<file path="src/design/ttce_pkg.sv">
// Shared types and constants for the text terminal cursor engine.
// Used by the controller, the datapath, the top level and the checker.
package ttce_pkg;

  // Default screen geometry.
  localparam int COLS_DEF = 64;
  localparam int ROWS_DEF = 32;

  // Fixed field widths.
  localparam int IDX_W  = 11;
  localparam int DATA_W = 8;
  localparam int BW_W   = 4;

  // Character codes.
  localparam logic [DATA_W-1:0] CH_BS    = 8'd8;
  localparam logic [DATA_W-1:0] CH_CR    = 8'd13;
  localparam logic [DATA_W-1:0] CH_SPACE = 8'h20;
  localparam logic [DATA_W-1:0] CH_TILDE = 8'h7E;

  // Opcodes.
  localparam logic OP_CHAR = 1'b0;
  localparam logic OP_READ = 1'b1;

  // Controller states.
  typedef enum logic [2:0] {
    ST_CLEAR,
    ST_IDLE,
    ST_DECODE,
    ST_READ_WAIT,
    ST_SCR_RD,
    ST_SCR_WR
  } ttce_state_t;

  // Commands from the controller to the datapath.
  typedef struct packed {
    logic clr_wr;    // write zero at the sweep pointer, advance it
    logic load;      // capture the input word
    logic exec;      // carry out a character word
    logic rd_issue;  // read the screen at the requested address
    logic scr_rd;    // read the cell one row below the sweep pointer
    logic scr_wr;    // write the read cell at the sweep pointer, advance it
    logic zero_wr;   // zero the bottom inner row cell at the pointer, advance it
    logic emit;      // register the result word
  } ttce_cmd_t;

  // Status from the datapath to the controller.
  typedef struct packed {
    logic is_read;
    logic scroll;
    logic ptr_copy;
    logic ptr_last_scr;
    logic ptr_last_clr;
  } ttce_status_t;

endpackage

</file>
<file path="src/design/ttce_ctrl.sv">
// Controller state machine of the text terminal cursor engine.
// Depends on ttce_pkg for the state, command and status types.
module ttce_ctrl (
  input  logic                  clk,
  input  logic                  rst_n,
  input  logic                  start,
  input  ttce_pkg::ttce_status_t status,
  output ttce_pkg::ttce_cmd_t   cmd,
  output logic                  busy
);

  ttce_pkg::ttce_state_t state_r, state_nxt;

  // State register; reset starts the screen clearing sweep.
  always_ff @(posedge clk) begin
    if (!rst_n) begin
      state_r <= ttce_pkg::ST_CLEAR;
    end else begin
      state_r <= state_nxt;
    end
  end

  // Next state.
  always_comb begin
    state_nxt = state_r;
    unique case (state_r)
      ttce_pkg::ST_CLEAR: begin
        if (status.ptr_last_clr) state_nxt = ttce_pkg::ST_IDLE;
      end
      ttce_pkg::ST_IDLE: begin
        if (start) state_nxt = ttce_pkg::ST_DECODE;
      end
      ttce_pkg::ST_DECODE: begin
        if (status.is_read) begin
          state_nxt = ttce_pkg::ST_READ_WAIT;
        end else if (status.scroll) begin
          state_nxt = ttce_pkg::ST_SCR_RD;
        end else begin
          state_nxt = ttce_pkg::ST_IDLE;
        end
      end
      ttce_pkg::ST_READ_WAIT: begin
        state_nxt = ttce_pkg::ST_IDLE;
      end
      ttce_pkg::ST_SCR_RD: begin
        if (status.ptr_copy) begin
          state_nxt = ttce_pkg::ST_SCR_WR;
        end else if (status.ptr_last_scr) begin
          state_nxt = ttce_pkg::ST_IDLE;
        end
      end
      ttce_pkg::ST_SCR_WR: begin
        state_nxt = ttce_pkg::ST_SCR_RD;
      end
      default: begin
        state_nxt = ttce_pkg::ST_IDLE;
      end
    endcase
  end

  // Commands for the datapath.
  always_comb begin
    cmd  = '0;
    busy = 1'b1;
    unique case (state_r)
      ttce_pkg::ST_CLEAR: begin
        cmd.clr_wr = 1'b1;
      end
      ttce_pkg::ST_IDLE: begin
        busy     = 1'b0;
        cmd.load = start;
      end
      ttce_pkg::ST_DECODE: begin
        if (status.is_read) begin
          cmd.rd_issue = 1'b1;
        end else begin
          cmd.exec = 1'b1;
          cmd.emit = !status.scroll;
        end
      end
      ttce_pkg::ST_READ_WAIT: begin
        cmd.emit = 1'b1;
      end
      ttce_pkg::ST_SCR_RD: begin
        if (status.ptr_copy) begin
          cmd.scr_rd = 1'b1;
        end else begin
          cmd.zero_wr = 1'b1;
          cmd.emit    = status.ptr_last_scr;
        end
      end
      ttce_pkg::ST_SCR_WR: begin
        cmd.scr_wr = 1'b1;
      end
      default: begin
        busy = 1'b1;
      end
    endcase
  end

endmodule

</file>
<file path="config.mk">
export PLATFORM = sky130hd
export DESIGN_NAME = ttce_ctrl
export DESIGN_NICKNAME = d
export VERILOG_FILES = /design/src/design/ttce_pkg.sv /design/src/design/ttce_ctrl.sv
export SDC_FILE = /design/constraint.sdc
export NUM_CORES = 1
export LEC_CHECK = 0
export BUFFER_PORTS_ARGS = -buffer_cell sky130_fd_sc_hd__buf_2
export CAP_MARGIN = 20
export CORE_AREA = 2 2 39 41
export CTS_CLUSTER_DIAMETER = 120
export DETAILED_ROUTE_END_ITERATION = 8
export DIE_AREA = 0 0 41 43
export SLEW_MARGIN = 30
export SYNTH_ARGS = -nofsm -noshare
export SYNTH_HDL_FRONTEND = slang
export SYNTH_SLANG_ARGS = --single-unit
export TNS_END_PERCENT = 5
</file>
<file path="constraint.sdc">
create_clock -name clk -period 1.4 [get_ports clk]
set_input_delay 0.14 -clock clk [delete_from_list [all_inputs] [get_ports clk]]
set_output_delay 0.14 -clock clk [all_outputs]
set_load 0.02 [all_outputs]
</file>
==> summary.txt, run 1 <==
Worst setup path
  – Worst reg-to-reg path cell count: 4
  – CP Launch Type: register
  – Maximum fanout along the worst path: 15
  – Crit path DAT: about 1.2 ns
  – Required time at the endpoint of the critical path: 1.26 ns
  – Crit. End Element: output port
  – Critical path class: register to output port

Layout
  – Most common cell after layout, fill and taps aside: buf_2
  – Filler-free cell count of the finished design: 67
  – Ratio of cells with drive above 1 in the final layout: 58.8%
  – Leading cell types in the layout, fill and taps excluded: buf_2 (14), inv_1 (4), buf_4 (4), nor4b_2 (3), clkbuf_4 (3)
  – Register with the most flip-flops: state_r
  – Count of inserted antenna diode cells: 0
  – Max reg flops: 3
  – Net count, final: 60
  – Registers with the most flip-flops: state_r x3
  – Syn-to-layout area delta: 53.8%

CTS
  – Clock transition at path regs: approximately 0.04 ns
  – Insertion delay of the later-clocked pin in the worst-skew pair: about 0.23 ns
  – TritonCTS sink count: 3
  – Buffers from clock root to sink, at most: 2
  – Number of hold buffers added after cts: 0
  – Clock H-tree levels: 1
  – Clk Tree Root Cell: clkbuf_4
  – Number of clock buffers inserted by TritonCTS: 3
  – TritonCTS clock tree: built

Timing
  – Final Cycle Share: about 97%
  – Worst clock skew: 0.000132 ns
  – Final Hold Fails: 0
  – Sum of negative setup slack: 0 ns
  – Actual transition at the worst max-transition pin: approximately 0.30 ns
  – F_max: around 0.73 GHz
  – WHS: 0.179 ns
  – Final worst path period need: 1.36 ns
  – Final-report setup violation count: 0
  – Headroom to the max-slew limit: 79.9%
  – Final critical-path setup slack: between 0.03 and 0.04 ns
  – Count of pins over their slew limit: 0
  – Unrepaired setup endpoints after global routing: true

Global routing
  – Grt met2 use: around 11%
  – First-pass GRT wire length: between 1000 and 1500 µm
  – GR Util All Layers: under 10%
  – Highest-utilization routing layer at the global route stage: met1
  – Largest net degree at the start of global routing: 16
  – Total congestion overflow after global routing: 0
  – Global routing met3 resource utilization: under 10%
  – Initial antenna violation count: 0
  – Global-route track usage on met1: 12.5%
  – Vias in the first global route: about 270

Die
  – Top-Level Pins: 17
  – Number of rows in the core area: 14
  – Height of the die: 43 µm
  – Die Outline Area: roughly 1800 µm²
  – Starting utilization of the core area: 20.3%
  – Die X: 41 µm
  – Core Area: between 1000 and 1500 µm²

Drt
  – Drt first pass iters: 2
  – Iteration-0 DRC count of the detailed router: 3
  – Number of vias per cell after detailed routing: 4.63
  – Average wire per standard cell: a little over 10 µm
  – Total routed wirelength: a little under 700 µm
  – Remaining DRCs: 0
  – Via total after detailed routing: 310
  – Number of nets still failing antenna checks after routing: 0

Power
  – Total power divided by cell area: ~1100 nW/µm²
  – Static leakage: roughly 0.20 nW
  – Total power consumption of the routed design: approximately 0.00048 W
  – Highest ir drop seen on vdd: slightly below 0.0005 V

Worst hold path
  – Type of the most critical hold path: input pin to register
  – Worst hold stages: 3

Synth
  – Flip-flop and latch count after synthesis: 3
  – Synthesized area per cell: 9.08 µm²
  – Mapped Area: roughly 280 µm²
  – Top cells by area, synth: dfxtp_1 (21%), nor4b_2 (11%), nor4b_4 (8.4%), mux2i_1 (7.1%), nor4b_1 (6.2%)
  – Number of distinct standard cells referenced by the synthesized netlist: 19
  – Register area share after synthesis: between 20% and 30%
  – Number of warning messages in the yosys log: 0
  – Synthesized instance count: 31
  – Cell taking the most area after synthesis: dfxtp_1
  – Number of nets in the synthesized netlist: 39
  – Share of the synthesized area in the top cell type: about a fifth

Place
  – Final weighted congestion of routability-driven global placement: around 0.73
  – Detailed-placement wirelength estimate: 539 µm
  – Buffers added on ports: 16
  – Cell count after placement: 62
  – Worst setup timing slack at the placement stage: 0.0638 ns

Outcome
  – Status: completed

Flow run
  – Number of max-cap violations: 0
layer usage:
metal  share of wire [%]  wire length [µm]  up-vias
met5                   0                 0        -
met4                   0                 0        0
met3                 6.3                44        0
met2                  52               358       10
met1                  42               291      143
li1                    -                 -      157
path summary, 6_finish.rpt:
| kind | endpoint | slack [ns] | start |
|---|---|---|---|
| max | cmd[0] | 0.04 | state_r[0] |
| max reg2reg | state_r[1] | 0.19 | state_r[0] |
| min | state_r[0] | 0.18 | rst_n |
| min reg2reg | state_r[1] | 0.50 | state_r[2] |
stage by stage:
stage,util (%),area [µm²]
4_1_cts,30.0,415
3_5_place_dp,27.8,385
6_report,31.3,433
3_3_place_gp,27.8,385
5_1_grt,31.3,433
2_1_floorplan,-,288
timing repair:
item,CTS,global route
endpoints found under the setup margin,7,3
pin swaps,1,2
buffers inserted,0,1
resized for setup,3,4
layout make-up:
class	count	area, µm²
multi-input combinational	22	203
fill	164	951
clock buffer	4	26.3
inverter	4	15.0
sequential	3	68.8
tap	16	20.0
timing repair buffer	18	100
critical path, stage by stage, from the launching register on:
cell     delay (ns)
dfxtp_4        0.39
nor4b_4        0.30
a32o_1         0.17
buf_4          0.13
cells by family (layout without fill, tap and decap cells):
family,count (synthesis),after routing,share of synthesized area [%]
AO/OA/AOI/OAI,6,6,19.1
multiplexers,2,2,7.11
AND/OR/NAND/NOR,14,14,43.6
flip-flops,3,3,21.3
buffers and inverters,6,26,8.89
where the power goes:
group / internal [W] / total [W] / switching [W]
sequential: 0.000105 / 0.000149 / 0.0000445
clock: 0.000107 / 0.000149 / 0.0000421
combinational: 0.0000856 / 0.000179 / 0.0000938
total: 0.000297 / 0.000477 / 0.000180
cells in the mapped netlist:
library cell  count
nor2_1            2
a32o_1            1
nor4b_2           2
buf_2             2
a32oi_1           1
a22oi_2           1
a21oi_1           1
and3b_2           1
and3_1            2
nor4b_1           2
inv_1             4
mux2i_1           2
or3b_1            1
o21bai_1          1
nor3_1            1
nand2_1           2
nor4b_4           1
a221o_1           1
dfxtp_1           3
Power figures use the tool's default switching activity.
==> inputs of run 2 (changes only) <==
- PLACE_DENSITY: not set -> 0.41
==> run 2 against run 1 <==
Die area is the same. Core utilization grew 1.1 points. Combinational power grew 24%. Final cell count grew 3.0%. Clock skew is essentially flat. Total power grew 6.5%. First-iteration DRC count is the same. Global-route usage grew 0.37 points. Highest routed layer unchanged.
==> summary.txt, run 2 (synthesis gave the netlist of run 1 again) <==
Layout
  – Net count, final: just over 60
  – Filler instances: 145
  – Most common cell after layout, fill and taps aside: buf_2
  – Count of inserted antenna diode cells: 0
  – Ratio of cells with drive above 1 in the final layout: approximately 62%
  – Syn-to-layout area delta: 59.1%
  – Filler-free cell count of the finished design: 69
  – Register with the most flip-flops: state_r
  – Registers with the most flip-flops: state_r x3
  – Max reg flops: 3
  – Post-layout instance area: 448 µm²
  – Leading cell types in the layout, fill and taps excluded: buf_2 (14), buf_4 (6), inv_1 (4), nor4b_2 (3), clkbuf_4 (3)

Drt
  – Met1 layer wirelength in the final routing: 293 µm
  – Number of vias per cell after detailed routing: 4.62
  – Routed wire length on met2: slightly below 400 µm
  – Uppermost layer routed: met3
  – Iteration-0 DRC count of the detailed router: 3
  – Remaining DRCs: 0
  – Via total after detailed routing: 319
  – Total routed wirelength: around 700 µm
  – Average wire per standard cell: about 10 µm
  – Number of nets still failing antenna checks after routing: 0
  – Drt first pass iters: 4
  – Met3 WL post-DR: between 20 and 30 µm

Worst setup path
  – Worst reg2reg path startpoint: state_r[0]
  – Critical path class: register to output port
  – Worst setup startpoint: state_r[0]
  – CP Launch Type: register
  – R2r endpoint: state_r[1]
  – Crit path DAT: ~1.2 ns
  – Worst reg-to-reg path cell count: 4
  – Crit. End Element: output port
  – Maximum fanout along the worst path: 10
  – Required time at the endpoint of the critical path: between 1 and 1.5 ns
  – Worst reg-to-reg setup slack: about 0.28 ns

Timing
  – F_max: 0.737 GHz
  – Actual transition at the worst max-transition pin: 0.319 ns
  – Final critical-path setup slack: 0.0428 ns
  – Final-report setup violation count: 0
  – Unrepaired setup endpoints after global routing: true
  – Final Cycle Share: 96.9%
  – Final worst path period need: approximately 1.4 ns
  – Headroom to the max-slew limit: 78.7%
  – Final Hold Fails: 0
  – Count of pins over their slew limit: 0
  – Worst clock skew: between 0.00004 and 0.00005 ns

Flow run
  – Number of max-cap violations: 0

Place
  – Detailed-placement wirelength estimate: between 500 and 600 µm
  – Buffers added on ports: 16
  – Worst setup timing slack at the placement stage: between 0.1 and 0.15 ns
  – Cell area after placement: 400 µm²
  – Final weighted congestion of routability-driven global placement: just over 0.6
  – Cell count after placement: 64

Outcome
  – Status: completed

Die
  – Die Outline Area: 1760 µm²
  – Number of rows in the core area: 14
  – Die X: slightly above 40 µm
  – Top-Level Pins: 17
  – Starting utilization of the core area: 20.3%
  – Height of the die: 43 µm
  – Core Area: roughly 1400 µm²

Global routing
  – Vias in the first global route: between 200 and 300
  – Initial antenna violation count: 0
  – GR Util All Layers: under 10%
  – Total congestion overflow after global routing: 0
  – First-pass GRT wire length: 1150 µm
  – Largest net degree at the start of global routing: 14

Power
  – Highest ir drop seen on vdd: just under 0.0006 V
  – Total power divided by cell area: about 1100 nW/µm²
  – Static leakage: roughly 0.21 nW

Worst hold path
  – Hold path start: rst_n
  – Type of the most critical hold path: input pin to register
  – Worst hold stages: 3
  – Hold worst-path end: state_r[0]

CTS
  – Insertion delay of the later-clocked pin in the worst-skew pair: 0.23 ns
  – Clock H-tree levels: 1
  – Clk Tree Root Cell: clkbuf_4
  – Clock transition at path regs: roughly 0.040 ns
  – TritonCTS sink count: 3
  – Buffers from clock root to sink, at most: 2
  – TritonCTS clock tree: built
  – Number of hold buffers added after cts: 0
  – Number of clock buffers inserted by TritonCTS: 3
## run 2: report_power, final
part | total (W) | internal (W) | switching (W) | leakage (nW)
sequential | 0.000136 | 0.000104 | 0.0000319 | 0.0261
clock | 0.000150 | 0.000107 | 0.0000429 | 0.0150
combinational | 0.000222 | 0.000109 | 0.000113 | 0.168
## run 2: metrics by stage
step	hold WS [ns]	TNS (ns)	power [W]	util, %
final	0.172	0	0.000508	32.4
after detailed placement	0.426	0	0.000342	28.9
after global placement	0.411	0	0.000342	28.9
after global routing	0.194	-0.0776	0.000545	32.4
after floorplan	0.277	-0.0811	0.000269	-
after CTS	0.168	0	0.000504	31.1
## run 2: how the worst max path moves through the flow
stage | cells past startpoint | slack, ns | to
6_report | 3 | 0.04 | cmd[0]
5_1_grt | 3 | -0.05 | cmd[0]
2_1_floorplan | 4 | -0.04 | state_r[0]
3_3_place_gp | 3 | 0.12 | state_r[2]
4_1_cts | 4 | 0.005 | cmd[6]
3_5_place_dp | 3 | 0.11 | state_r[0]
## run 2: per-layer routing
layer	GRT usage, %	vias to the layer above
met1	11.5	153
met3	1.57	0
li1	-	161
met4	8.00	0
met5	0	-
met2	14.4	5
## run 2: what timing repair did
item / 4_1_cts / 5_1_grt
pin swaps: 1 / 2
endpoints found under the setup margin: 7 / 4
buffers inserted: 0 / 1
resized for setup: 3 / 4
## run 2: area by class of cell
| class | count | area, µm² | area share, % |
|---|---|---|---|
| well taps | 16 | 20.0 | 4.47 |
| flip-flops and latches | 3 | 66.3 | 14.8 |
| multi-input cells | 22 | 205 | 45.8 |
| repair buffers | 20 | 115 | 25.7 |
| inverters | 4 | 15.0 | 3.35 |
| clock buffers | 4 | 26.3 | 5.87 |
## run 2: critical path, stage by stage, from the launching register on
cell and delay [ns]:
dfxtp_4 0.37, nor4b_4 0.31, a32o_1 0.17, buf_4 0.13
